<file path="src/hdl/swrdm_pkg.sv">
// ----------------------------------------------------------------------------
// Single-wire register datagram master: shared package
// Types, codes, constants and the CRC-8 byte update used by the link master.
// ----------------------------------------------------------------------------
`default_nettype none

package swrdm_pkg;

    // Field widths
    localparam int CMD_W   = 2;
    localparam int BYTE_W  = 8;
    localparam int REG_W   = 7;
    localparam int WORD_W  = 32;
    localparam int STAT_W  = 2;
    localparam int CNT_W   = 4;
    localparam int TICK_W  = 8;
    localparam int CFGI_W  = 2;

    // Input commands
    localparam logic [CMD_W-1:0] CMD_WRITE = 2'd0;
    localparam logic [CMD_W-1:0] CMD_READ  = 2'd1;
    localparam logic [CMD_W-1:0] CMD_RXB   = 2'd2;
    localparam logic [CMD_W-1:0] CMD_TICK  = 2'd3;

    // Result kinds
    localparam logic KIND_TX     = 1'b0;
    localparam logic KIND_REPORT = 1'b1;

    // Report status codes
    localparam logic [STAT_W-1:0] ST_OK       = 2'd0;
    localparam logic [STAT_W-1:0] ST_TIMEOUT  = 2'd1;
    localparam logic [STAT_W-1:0] ST_CRC_ERR  = 2'd2;
    localparam logic [STAT_W-1:0] ST_REJECTED = 2'd3;

    // Configuration register indexes
    localparam logic [CFGI_W-1:0] CFG_WRITE_ECHO = 2'd0;
    localparam logic [CFGI_W-1:0] CFG_READ_ECHO  = 2'd1;
    localparam logic [CFGI_W-1:0] CFG_REPLY      = 2'd2;

    // Reset values of the tick limits
    localparam logic [TICK_W-1:0] WRITE_ECHO_TICKS_RST = 8'd20;
    localparam logic [TICK_W-1:0] READ_ECHO_TICKS_RST  = 8'd10;
    localparam logic [TICK_W-1:0] REPLY_TICKS_RST      = 8'd20;

    // Datagram constants
    localparam logic [BYTE_W-1:0] SYNC_BYTE = 8'h05;
    localparam logic [BYTE_W-1:0] WRITE_BIT = 8'h80;
    localparam logic [BYTE_W-1:0] CRC_POLY  = 8'h07;
    localparam logic [CNT_W-1:0]  WRITE_LEN = 4'd8;
    localparam logic [CNT_W-1:0]  READ_LEN  = 4'd4;
    localparam logic [CNT_W-1:0]  REPLY_LEN = 4'd7;
    localparam logic [CNT_W-1:0]  HDR_LEN   = 4'd3;

    // Link phase, one-hot
    typedef enum logic [3:0] {
        PH_IDLE  = 4'b0001,
        PH_WECHO = 4'b0010,
        PH_RECHO = 4'b0100,
        PH_REPLY = 4'b1000
    } phase_t;

    // CRC-8 update with one byte, bits taken MSB first
    function automatic logic [BYTE_W-1:0] crc_feed(input logic [BYTE_W-1:0] crc_in,
                                                   input logic [BYTE_W-1:0] data);
        logic [BYTE_W-1:0] crc;
        logic [BYTE_W-1:0] b;
        crc = crc_in;
        b   = data;
        for (int j = 0; j < BYTE_W; j++)
        begin
            if (crc[BYTE_W-1] ^ b[BYTE_W-1])
                crc = (crc << 1) ^ CRC_POLY;
            else
                crc = crc << 1;
            b = b << 1;
        end
        return crc;
    endfunction

endpackage

`default_nettype wire

</file>
<file path="src/hdl/swrdm_if.sv">
// ----------------------------------------------------------------------------
// Single-wire register datagram master: channel interfaces
// Valid/ready channels for the request items and for the result items.
// ----------------------------------------------------------------------------
`default_nettype none

interface swrdm_in_if;
    logic                                  valid;
    logic                                  ready;
    logic [swrdm_pkg::CMD_W-1:0]           cmd;
    logic [swrdm_pkg::BYTE_W-1:0]          slave_addr;
    logic [swrdm_pkg::REG_W-1:0]           reg_addr;
    logic [swrdm_pkg::WORD_W-1:0]          write_value;
    logic [swrdm_pkg::BYTE_W-1:0]          rx_byte;

    modport source (output valid, cmd, slave_addr, reg_addr, write_value, rx_byte,
                    input ready);
    modport sink   (input valid, cmd, slave_addr, reg_addr, write_value, rx_byte,
                    output ready);
endinterface

interface swrdm_out_if;
    logic                                  valid;
    logic                                  ready;
    logic                                  kind;
    logic [swrdm_pkg::BYTE_W-1:0]          tx_byte;
    logic                                  tx_last;
    logic [swrdm_pkg::STAT_W-1:0]          status;
    logic [swrdm_pkg::WORD_W-1:0]          read_value;

    modport source (output valid, kind, tx_byte, tx_last, status, read_value,
                    input ready);
    modport sink   (input valid, kind, tx_byte, tx_last, status, read_value,
                    output ready);
endinterface

`default_nettype wire

</file>
<file path="src/hdl/single_wire_register_datagram_master_unit.sv">
// ----------------------------------------------------------------------------
// Single-wire register datagram master
// Builds write and read datagrams with CRC-8, skips the line echo, collects
// and checks the read reply, and reports the outcome.
// ----------------------------------------------------------------------------
//  Channel   Dir   Handshake      Payload
//  in_ch     in    valid/ready    cmd, slave_addr, reg_addr, write_value, rx_byte
//  out_ch    out   valid/ready    kind, tx_byte, tx_last, status, read_value
//  cfg       in    cfg_wr_en      cfg_index, cfg_wdata (tick limits)
//
// Each item updates the link state in the cycle it is accepted and loads its
// results into a burst register; results leave one per cycle while the sink is
// ready: a write request yields 8 results, a read request 4, a report 1, others
// none. A new item is taken while the last result of the burst is transferred.
// Output stalls hold the burst and the input. Reset is asynchronous, active low.
// ----------------------------------------------------------------------------
`default_nettype none

module single_wire_register_datagram_master_unit (
    input  wire logic                                clk,
    input  wire logic                                rst_n,
    swrdm_in_if.sink                                 in_ch,
    swrdm_out_if.source                              out_ch,
    input  wire logic                                cfg_wr_en,
    input  wire logic [swrdm_pkg::CFGI_W-1:0]        cfg_index,
    input  wire logic [swrdm_pkg::TICK_W-1:0]        cfg_wdata
);

    localparam int SH_W = 7 * swrdm_pkg::BYTE_W;

    // Configuration registers
    logic [swrdm_pkg::TICK_W-1:0] wecho_lim_reg, recho_lim_reg, reply_lim_reg;

    // Link state
    swrdm_pkg::phase_t            phase_reg, phase_next;
    logic [swrdm_pkg::CNT_W-1:0]  bcnt_reg, bcnt_next;
    logic [swrdm_pkg::TICK_W-1:0] tick_reg, tick_next;
    logic [swrdm_pkg::BYTE_W-1:0] rcrc_reg, rcrc_next;
    logic [swrdm_pkg::WORD_W-1:0] rdata_reg, rdata_next;

    // Result burst
    logic [swrdm_pkg::CNT_W-1:0]  cnt_reg, cnt_next;
    logic                         kind_reg, kind_next;
    logic [SH_W-1:0]              sh_reg, sh_next;
    logic [swrdm_pkg::BYTE_W-1:0] tcrc_reg;
    logic [swrdm_pkg::STAT_W-1:0] status_reg, status_next;
    logic [swrdm_pkg::WORD_W-1:0] value_reg, value_next;

    logic                         in_xfer, out_xfer;
    logic [swrdm_pkg::TICK_W-1:0] tick_inc;

    assign out_xfer    = out_ch.valid && out_ch.ready;
    assign in_ch.ready = (cnt_reg == '0) || ((cnt_reg == 4'd1) && out_ch.ready);
    assign in_xfer     = in_ch.valid && in_ch.ready;
    assign tick_inc    = (tick_reg == '1) ? tick_reg : tick_reg + 8'd1;

    // Output fields come straight from the burst registers
    assign out_ch.valid      = (cnt_reg != '0);
    assign out_ch.kind       = kind_reg;
    assign out_ch.tx_byte    = (kind_reg == swrdm_pkg::KIND_REPORT) ? '0 :
                               (cnt_reg == 4'd1) ? tcrc_reg : sh_reg[SH_W-1 -: 8];
    assign out_ch.tx_last    = (kind_reg == swrdm_pkg::KIND_TX) && (cnt_reg == 4'd1);
    assign out_ch.status     = status_reg;
    assign out_ch.read_value = value_reg;

    // Configuration writes
    always_ff @(posedge clk or negedge rst_n)
    begin
        if (!rst_n)
        begin
            wecho_lim_reg <= swrdm_pkg::WRITE_ECHO_TICKS_RST;
            recho_lim_reg <= swrdm_pkg::READ_ECHO_TICKS_RST;
            reply_lim_reg <= swrdm_pkg::REPLY_TICKS_RST;
        end
        else if (cfg_wr_en)
        begin
            unique case (cfg_index)
                swrdm_pkg::CFG_WRITE_ECHO: wecho_lim_reg <= cfg_wdata;
                swrdm_pkg::CFG_READ_ECHO:  recho_lim_reg <= cfg_wdata;
                swrdm_pkg::CFG_REPLY:      reply_lim_reg <= cfg_wdata;
                default: ;
            endcase
        end
    end

    // Next link state and the burst that an accepted item loads
    always_comb
    begin
        phase_next  = phase_reg;
        bcnt_next   = bcnt_reg;
        tick_next   = tick_reg;
        rcrc_next   = rcrc_reg;
        rdata_next  = rdata_reg;
        cnt_next    = '0;
        kind_next   = swrdm_pkg::KIND_REPORT;
        sh_next     = '0;
        status_next = swrdm_pkg::ST_OK;
        value_next  = '0;

        case (in_ch.cmd) inside
            swrdm_pkg::CMD_WRITE, swrdm_pkg::CMD_READ:
            begin
                if (phase_reg != swrdm_pkg::PH_IDLE)
                begin
                    cnt_next    = 4'd1;
                    status_next = swrdm_pkg::ST_REJECTED;
                end
                else
                begin
                    bcnt_next  = '0;
                    tick_next  = '0;
                    rcrc_next  = '0;
                    rdata_next = '0;
                    kind_next  = swrdm_pkg::KIND_TX;
                    if (in_ch.cmd == swrdm_pkg::CMD_WRITE)
                    begin
                        phase_next = swrdm_pkg::PH_WECHO;
                        cnt_next   = swrdm_pkg::WRITE_LEN;
                        sh_next    = {swrdm_pkg::SYNC_BYTE, in_ch.slave_addr,
                                      swrdm_pkg::WRITE_BIT | {1'b0, in_ch.reg_addr},
                                      in_ch.write_value};
                    end
                    else
                    begin
                        phase_next = swrdm_pkg::PH_RECHO;
                        cnt_next   = swrdm_pkg::READ_LEN;
                        sh_next    = {swrdm_pkg::SYNC_BYTE, in_ch.slave_addr,
                                      {1'b0, in_ch.reg_addr}, 32'd0};
                    end
                end
            end

            swrdm_pkg::CMD_RXB:
            begin
                unique case (phase_reg)
                    swrdm_pkg::PH_WECHO:
                    begin
                        bcnt_next = bcnt_reg + 4'd1;
                        if (bcnt_next >= swrdm_pkg::WRITE_LEN)
                        begin
                            phase_next = swrdm_pkg::PH_IDLE;
                            bcnt_next  = '0;
                            tick_next  = '0;
                        end
                    end
                    swrdm_pkg::PH_RECHO:
                    begin
                        bcnt_next = bcnt_reg + 4'd1;
                        if (bcnt_next >= swrdm_pkg::READ_LEN)
                        begin
                            phase_next = swrdm_pkg::PH_REPLY;
                            bcnt_next  = '0;
                            tick_next  = '0;
                        end
                    end
                    swrdm_pkg::PH_REPLY:
                    begin
                        if (bcnt_reg < swrdm_pkg::REPLY_LEN)
                        begin
                            // Header and data bytes feed the CRC; data bytes build the value.
                            rcrc_next = swrdm_pkg::crc_feed(rcrc_reg, in_ch.rx_byte);
                            if (bcnt_reg >= swrdm_pkg::HDR_LEN)
                                rdata_next = {rdata_reg[23:0], in_ch.rx_byte};
                            bcnt_next = bcnt_reg + 4'd1;
                        end
                        else
                        begin
                            cnt_next = 4'd1;
                            if (in_ch.rx_byte == rcrc_reg)
                                value_next = rdata_reg;
                            else
                                status_next = swrdm_pkg::ST_CRC_ERR;
                            phase_next = swrdm_pkg::PH_IDLE;
                            bcnt_next  = '0;
                            tick_next  = '0;
                            rcrc_next  = '0;
                            rdata_next = '0;
                        end
                    end
                    default: ;
                endcase
            end

            default:
            begin
                // One tick: count up to saturation, test after the increment.
                unique case (phase_reg)
                    swrdm_pkg::PH_WECHO:
                    begin
                        tick_next = tick_inc;
                        if (tick_inc >= wecho_lim_reg)
                        begin
                            phase_next = swrdm_pkg::PH_IDLE;
                            bcnt_next  = '0;
                            tick_next  = '0;
                        end
                    end
                    swrdm_pkg::PH_RECHO:
                    begin
                        tick_next = tick_inc;
                        if (tick_inc >= recho_lim_reg)
                        begin
                            phase_next = swrdm_pkg::PH_REPLY;
                            bcnt_next  = '0;
                            tick_next  = '0;
                        end
                    end
                    swrdm_pkg::PH_REPLY:
                    begin
                        tick_next = tick_inc;
                        if (tick_inc >= reply_lim_reg)
                        begin
                            cnt_next    = 4'd1;
                            status_next = swrdm_pkg::ST_TIMEOUT;
                            phase_next  = swrdm_pkg::PH_IDLE;
                            bcnt_next   = '0;
                            tick_next   = '0;
                            rcrc_next   = '0;
                            rdata_next  = '0;
                        end
                    end
                    default: ;
                endcase
            end
        endcase
    end

    // Link state registers
    always_ff @(posedge clk or negedge rst_n)
    begin
        if (!rst_n)
        begin
            phase_reg <= swrdm_pkg::PH_IDLE;
            bcnt_reg  <= '0;
            tick_reg  <= '0;
            rcrc_reg  <= '0;
            rdata_reg <= '0;
        end
        else if (in_xfer)
        begin
            phase_reg <= phase_next;
            bcnt_reg  <= bcnt_next;
            tick_reg  <= tick_next;
            rcrc_reg  <= rcrc_next;
            rdata_reg <= rdata_next;
        end
    end

    // Burst count: load on accept, count down on each output transfer
    always_ff @(posedge clk or negedge rst_n)
    begin
        if (!rst_n)
            cnt_reg <= '0;
        else if (in_xfer)
            cnt_reg <= cnt_next;
        else if (out_xfer)
            cnt_reg <= cnt_reg - 4'd1;
    end

    // Burst payload; the datagram CRC accumulates as each byte leaves
    always_ff @(posedge clk)
    begin
        if (in_xfer)
        begin
            kind_reg   <= kind_next;
            sh_reg     <= sh_next;
            tcrc_reg   <= '0;
            status_reg <= status_next;
            value_reg  <= value_next;
        end
        else if (out_xfer)
        begin
            sh_reg   <= sh_reg << 8;
            tcrc_reg <= swrdm_pkg::crc_feed(tcrc_reg, sh_reg[SH_W-1 -: 8]);
        end
    end

`ifndef SYNTHESIS
    // The burst never holds more than one write datagram.
    a_cnt_bound: assert property (@(posedge clk) disable iff (!rst_n)
        cnt_reg <= swrdm_pkg::WRITE_LEN)
        else $error("burst count above datagram length");

    // A report is always a single result.
    a_report_single: assert property (@(posedge clk) disable iff (!rst_n)
        (out_ch.valid && out_ch.kind == swrdm_pkg::KIND_REPORT) |-> cnt_reg == 4'd1)
        else $error("report burst longer than one");

    // A read request taken while idle starts the echo phase with four bytes queued.
    a_read_start: assert property (@(posedge clk) disable iff (!rst_n)
        (in_xfer && in_ch.cmd == swrdm_pkg::CMD_READ && phase_reg == swrdm_pkg::PH_IDLE)
        |=> (phase_reg == swrdm_pkg::PH_RECHO && cnt_reg == swrdm_pkg::READ_LEN))
        else $error("read request did not start echo phase");

    // Counters and reply data are clear whenever the link is idle.
    a_idle_clear: assert property (@(posedge clk) disable iff (!rst_n)
        (phase_reg == swrdm_pkg::PH_IDLE) |-> (bcnt_reg == '0 && tick_reg == '0
                                               && rcrc_reg == '0 && rdata_reg == '0))
        else $error("link state not cleared in idle");

    // Reply data only builds up while a reply is collected.
    a_rdata_reply: assert property (@(posedge clk) disable iff (!rst_n)
        (phase_reg != swrdm_pkg::PH_REPLY) |-> rdata_reg == '0)
        else $error("reply data outside reply phase");
`endif

endmodule

`default_nettype wire

</file>
<file path="src/flat_wrapper.sv">
// flat-port wrapper written by rule: the top's interface ports become plain ports
module single_wire_register_datagram_master_unit_flat 
  (clk, rst_n, cfg_wr_en, cfg_index, cfg_wdata, in_ch_valid, in_ch_cmd, in_ch_slave_addr, in_ch_reg_addr, in_ch_write_value, in_ch_rx_byte, in_ch_ready, out_ch_valid, out_ch_kind, out_ch_tx_byte, out_ch_tx_last, out_ch_status, out_ch_read_value, out_ch_ready);
  swrdm_in_if in_ch_i ();
  swrdm_out_if out_ch_i ();
  input  wire logic clk;
  input  wire logic rst_n;
  input  wire logic cfg_wr_en;
  input  wire logic [swrdm_pkg::CFGI_W-1:0] cfg_index;
  input  wire logic [swrdm_pkg::TICK_W-1:0] cfg_wdata;
  input wire logic [$bits(in_ch_i.valid)-1:0] in_ch_valid;
  input wire logic [$bits(in_ch_i.cmd)-1:0] in_ch_cmd;
  input wire logic [$bits(in_ch_i.slave_addr)-1:0] in_ch_slave_addr;
  input wire logic [$bits(in_ch_i.reg_addr)-1:0] in_ch_reg_addr;
  input wire logic [$bits(in_ch_i.write_value)-1:0] in_ch_write_value;
  input wire logic [$bits(in_ch_i.rx_byte)-1:0] in_ch_rx_byte;
  output wire logic [$bits(in_ch_i.ready)-1:0] in_ch_ready;
  output wire logic [$bits(out_ch_i.valid)-1:0] out_ch_valid;
  output wire logic [$bits(out_ch_i.kind)-1:0] out_ch_kind;
  output wire logic [$bits(out_ch_i.tx_byte)-1:0] out_ch_tx_byte;
  output wire logic [$bits(out_ch_i.tx_last)-1:0] out_ch_tx_last;
  output wire logic [$bits(out_ch_i.status)-1:0] out_ch_status;
  output wire logic [$bits(out_ch_i.read_value)-1:0] out_ch_read_value;
  input wire logic [$bits(out_ch_i.ready)-1:0] out_ch_ready;
  assign in_ch_i.valid = in_ch_valid;
  assign in_ch_i.cmd = in_ch_cmd;
  assign in_ch_i.slave_addr = in_ch_slave_addr;
  assign in_ch_i.reg_addr = in_ch_reg_addr;
  assign in_ch_i.write_value = in_ch_write_value;
  assign in_ch_i.rx_byte = in_ch_rx_byte;
  assign in_ch_ready = in_ch_i.ready;
  assign out_ch_valid = out_ch_i.valid;
  assign out_ch_kind = out_ch_i.kind;
  assign out_ch_tx_byte = out_ch_i.tx_byte;
  assign out_ch_tx_last = out_ch_i.tx_last;
  assign out_ch_status = out_ch_i.status;
  assign out_ch_read_value = out_ch_i.read_value;
  assign out_ch_i.ready = out_ch_ready;
  single_wire_register_datagram_master_unit u_core (.clk(clk), .rst_n(rst_n), .in_ch(in_ch_i), .out_ch(out_ch_i), .cfg_wr_en(cfg_wr_en), .cfg_index(cfg_index), .cfg_wdata(cfg_wdata));
endmodule
</file>
<file path="config.mk">
export PLATFORM = sky130hd
export DESIGN_NAME = single_wire_register_datagram_master_unit_flat
export DESIGN_NICKNAME = d
export VERILOG_FILES = /design/src/hdl/swrdm_pkg.sv /design/src/hdl/swrdm_if.sv /design/src/hdl/single_wire_register_datagram_master_unit.sv /design/src/flat_wrapper.sv
export SDC_FILE = /design/constraint.sdc
export NUM_CORES = 1
export LEC_CHECK = 0
export BUFFER_PORTS_ARGS = -buffer_cell sky130_fd_sc_hd__clkbuf_2
export CAP_MARGIN = 10
export CORE_ASPECT_RATIO = 0.8
export CORE_MARGIN = 1.5
export CORE_UTILIZATION = 42
export DETAILED_ROUTE_END_ITERATION = 16
export GPL_ROUTABILITY_DRIVEN = 0
export PLACE_DENSITY = 0.67
export SLEW_MARGIN = 15
export SYNTH_ARGS = -nofsm -noshare
export SYNTH_HDL_FRONTEND = slang
export SYNTH_SLANG_ARGS = --single-unit
</file>
<file path="constraint.sdc">
create_clock -name clk -period 3.46 [get_ports clk]
set_input_delay 0.173 -clock clk [delete_from_list [all_inputs] [get_ports clk]]
set_output_delay 0.173 -clock clk [all_outputs]
set_load 0.01 [all_outputs]
</file>
Yosys cells after proc, flatten, opt, wreduce, memory -nomap -nowiden:

Index checks and enable logic that the tools add are counted.

* add/sub/neg operators: 3
* magnitude comparators: 7
* eq/ne operators: 19
* muxes and demuxes: 133
* bitwise gates (word level): 36
* reduce and logical (&&, ||, !) cells: 23

Operators by type and width (count)
* $mux 8: 60
* $mux 32: 8
* $mux 56: 2
* $mux 51: 2
* $mux 4: 25
* $mux 3: 17
* $not 3->3: 16
* $pmux 4 s3: 4
* $pmux 8 s3: 2
* $mux 40: 1
* $ge 8x8->1: 3
* $ne 4x4->1 const B: 4
* $xor 1x1->1: 16
* $mux 2: 7
* $ne 4x1->1 const B: 3
* $reduce_and 6->1: 2
* $reduce_and 9->1: 1
* $add 8x1->8 const B: 1
* $eq 8x8->1: 1
* $eq 8x8->1 const B: 1
* $reduce_bool 4->1: 2
* $reduce_and 2->1: 3
* $reduce_or 6->1: 1
* $mux 1: 5
* 24 further kinds: 34

* register bits after elaboration: 183
* input bits: 72
* output and inout port bits: 46
* logic and storage cells: 235

Longest topological paths before layout:

* word-level depth: 48
* depth in mapped cells: 15
* gate-level depth less buffers: 14

Worst setup path after synthesis:

No wires, ideal clock.

* path kind: register -> register
* from: reg u_core.tick_reg[0] (netlist name)
* to: reg u_core.bcnt_reg[0] (netlist name)
* library setup time: 125 ps
* data arrival time: 3467 ps
* required time: 3335 ps
* path slack: -132 ps
* cell stages (with the launch flop): 15
* buffers on the path: 0
* clock period less this slack: 3592 ps
* cell sequence: dfrtp_1 -> ha_1 -> and3_1 -> and3_1 -> nand3_1 -> nand4_1 -> xor2_1 -> inv_1 -> ha_1 -> o21a_1 -> a21oi_1 -> o311ai_0 -> a21oi_4 -> nor3_2 -> mux2_4

* cells in the longest elaborated chain, start to end: 5
* elaborated cells on any way between the ends: 10
* classes of those cells: add/sub: 1; order compare: 3; eq/ne: 4; mux: 1; reduce/logical: 1

RTL lines
* start: declaration: line single_wire_register_datagram_master_unit.sv:37 `logic [swrdm_pkg::TICK_W-1:0] tick_reg, tick_next;`
* start signal: assignment: line single_wire_register_datagram_master_unit.sv:243 `tick_reg <= tick_next;`
* $add 8x1->8 or $eq 8x8->1 (tied branches): line single_wire_register_datagram_master_unit.sv:55 `assign tick_inc = (tick_reg == '1) ? tick_reg : tick_reg + 8'd1;`
* $mux 8 *: line single_wire_register_datagram_master_unit.sv:55
* $ge 8x8->1, on equally long branches: line single_wire_register_datagram_master_unit.sv:211, single_wire_register_datagram_master_unit.sv:191, single_wire_register_datagram_master_unit.sv:201
* $ne 4x2->1 (no line) or $ne 4x1->1 (tied branches)
* $reduce_and 6->1 (no line) *
* end signal: assignment: line single_wire_register_datagram_master_unit.sv:242 `bcnt_reg <= bcnt_next;`
* end: declaration: line single_wire_register_datagram_master_unit.sv:36 `logic [swrdm_pkg::CNT_W-1:0] bcnt_reg, bcnt_next;`

Every way passes the cells marked *; elsewhere a longest branch is shown, timed or not.
A chain may end at the register's enable or synchronous reset.

Final worst setup path:

* from: reg u_core.tick_reg[0] (netlist name)
* to: reg u_core.bcnt_reg[1] (netlist name)

The elaborated chain is that of the path after synthesis.

==> impl_metrics.tcl <==
set metrics [dict create \
    outcome "complete, no violations" \
    initial_core_util_pct 42.8 \
    dpl_cell_area_um2 9940 \
    numCtsBuffers 17 \
    grt_usage_pct 17.0 \
    drive_above_1_share_pct 27.9 \
    min_from "in_ch_write_value[7]" \
    insertion_delay_ns 0.44 \
    p_int_mw 4.67 \
    cts_buffer_depth 2 \
    hold_slack_ns 0.0170 \
    drtIter0Drc 386 \
    overflow 0 \
    r2r_start "u_core.tick_reg[0]" \
    fillers 1804 \
    ir_drop_mv 0.331 \
    drt-vias-per-instance 5.08 \
    p_clk_share_pct 28.7 \
    worstPathMaxFanout 4 \
    cts.sinks 183 \
    grt_max_degree 66 \
    fp.dieH_um 133 \
    dp_hpwl_mm 12.3 \
    synth_area_um2 8840 \
    die_w_um 165 \
    synth_area_per_cell_um2 11.3 \
    cp-end-kind "register" \
    worst-setup-path-type "register to register" \
    final_cells 1220 \
    first_pass_iters 6 \
    power.density_nw_per_um2 615 \
    cp_slowest_cell "or4_4" \
    final-hold-violation-count 0 \
    min_period_ns 3.36 \
    ys_types 64 \
    root_buffer "clkbuf_16" \
    skew_ns 0.0165 \
    largest_register_ffs 56 \
    layout_setup_ws_ns 0.103 \
    post-place-cells 1167 \
    worstMarginPinSlew_ns 0.885 \
    combPwrFrac_pct 26.7 \
    synth-edff-count 91 \
    ys_warn_count 0 \
    slew_viol_final 0 \
    drtAntennaViolNets 0 \
    final.setup.tns_ns 0 \
    fin_util_pct 53.1 \
    power_mw 6.74 \
    final_cell_mix "116 x clkbuf_2, 113 x nand2_1, 91 x edfxtp_1" \
    dieArea_um2 21900 \
    placementRows 47 \
    ios 118 \
    synth_nets 884 \
    synth-async-reset-ratio_pct 45.9 \
    diodes 0 \
    route.vias.total 6194 \
    syn2layout_area_growth_pct 24.1 \
    port_buffers 117 \
    ys.flop_type "edfxtp_1" \
    cpPeakStageDelay_ns 0.54 \
    fin_nets 1042 \
    ctsHtreeMaxLevel 4 \
    pwr-share-seq_pct 44.6 \
    grt_pass1_vias 5813 \
    clkSlewWorstSetupHoldPaths_ns 0.07 \
    core_area_um2 20600 \
    fmax_mhz 298 \
    critPathRequiredTime_ns 3.77 \
    power_switching_mw 2.08 \
    grt_pass1_wl_mm 29.5 \
    layout_commonest_cell "clkbuf_2" \
    arrival_ns 3.67 \
    antenna_found_initial 0 \
    wl_mm 18.2 \
    syn_inst 780 \
    wl_per_cell_um 14.9 \
    cap_violations 0 \
    place_ws_ns -0.177 \
    cts_tree "built" \
    netSwitchingFraction_pct 30.8 \
    setup_viol 0 \
    ys_seq_elements 183 \
    path_cells "ha_2 -> and3_4 -> and3_4 -> nand3_4 -> nand4_1 -> xor2_2 -> inv_1 -> ha_2 -> or4_4 -> a21oi_4 -> o311ai_4 -> a21oi_4 -> nor3_2 -> buf_4 -> mux2_4" \
    ys_seq_area_share_pct 56.6 \
    final_area_um2 11000 \
    relSlewSlack_pct 41.0 \
    hold_path.class "input port to register" \
    drc 0 \
    crit_start "u_core.tick_reg[0]" \
    worstSetupStartpointType "register" \
    power_leakage_nw 4.70 \
    post-route-period-util_pct 97.0 \
]
-- Yosys cell counts (all sizes together) (3+ instances only) --
library cell	count	area, um^2
and3	5	31.3
xnor2	32	280
inv	35	131
or3	5	31.3
ha	32	400
a2111oi	4	53.8
a31oi	5	31.3
dfstp	7	184
nand2b	10	62.6
nor2b	3	18.8
nand3	14	70.1
o21ai	56	280
clkbuf	29	113
o31ai	12	95.1
nor2	24	90.1
xor2	15	131
and2	47	294
mux2	24	289
o21a	3	22.5
a22o	40	350
edfxtp	91	2730
dfxtp	8	160
nand2	115	434
a21oi	27	146
a21o	9	67.6
and4	3	26.3
nand4	5	31.3
nor3	9	66.3
buf	7	41.3
dfrtp	77	1930
-- worst paths after layout --
path	end	slack, ns	cells after the start
setup reg to reg	u_core.bcnt_reg[1]	0.10	15
hold / removal	u_core.sh_reg[7]	0.02	2
hold reg to reg	u_core.rdata_reg[27]	0.48	2
max in group asynchronous	u_core.phase_reg[0]	2.25	3
setup / recovery	u_core.bcnt_reg[1]	0.10	15
min in group asynchronous	u_core.wecho_lim_reg[3]	0.37	2
-- cell families after synthesis --
logic type	after synthesis	synth area share (%)
and+or+nand+nor	253	14.2
DFF	183	56.6
AOI/OAI and AO/OA	168	13.1
buffers and inverters	71	3.23
xor gates and xnor gates	48	4.91
adders and majority gates	32	4.53
muxes	25	3.38
-- power groups by stage --
stage	Clock (mW)	Sequential [mW]	Combinational [mW]
4_1_cts	1.98	3.01	1.79
5_1_grt	2.07	3.06	2.02
3_5_place_dp	0	3.06	1.75
6_report	1.93	3.01	1.80
2_1_floorplan	0	3.02	1.38
3_3_place_gp	0	3.04	1.72
-- metal layers --
metal | GRT usage, % | routed length [um]
met1 | 24.9 | 8830
met2 | 25.1 | 8400
met3 | 3.39 | 698
met4 | 5.96 | 286
met5 | 0 | 0
-- timing repair --
action / in CTS / in global routing
pin swaps: 3 / 11
buffers inserted: 0 / 4
hold buffers: 17 / 0
endpoints found under the setup margin: 49 / 55
gates resized for setup: 10 / 35
hold endpoints to repair: 80 / 0
-- worst max-delay path, delay by kind of cell, from the launching register on --
family	cells	cell delay, ns
mux	1	0.29
fa+ha+maj	2	0.38
xor+xnor	1	0.22
compound gates	3	0.52
flops	1	0.39
buf+inv	2	0.25
simple gates	6	1.22
-- area by class of cell --
type,instances,area (um^2),area share (%)
multi-input cells,526,3790,34.6
clock buffers,17,425,3.88
clock inverters,15,174,1.59
repair buffers,175,1100,10.1
flip-flops and latches,183,5000,45.6
well taps,269,337,3.07
inverters,35,131,1.20
Power figures use the tool's default switching activity.
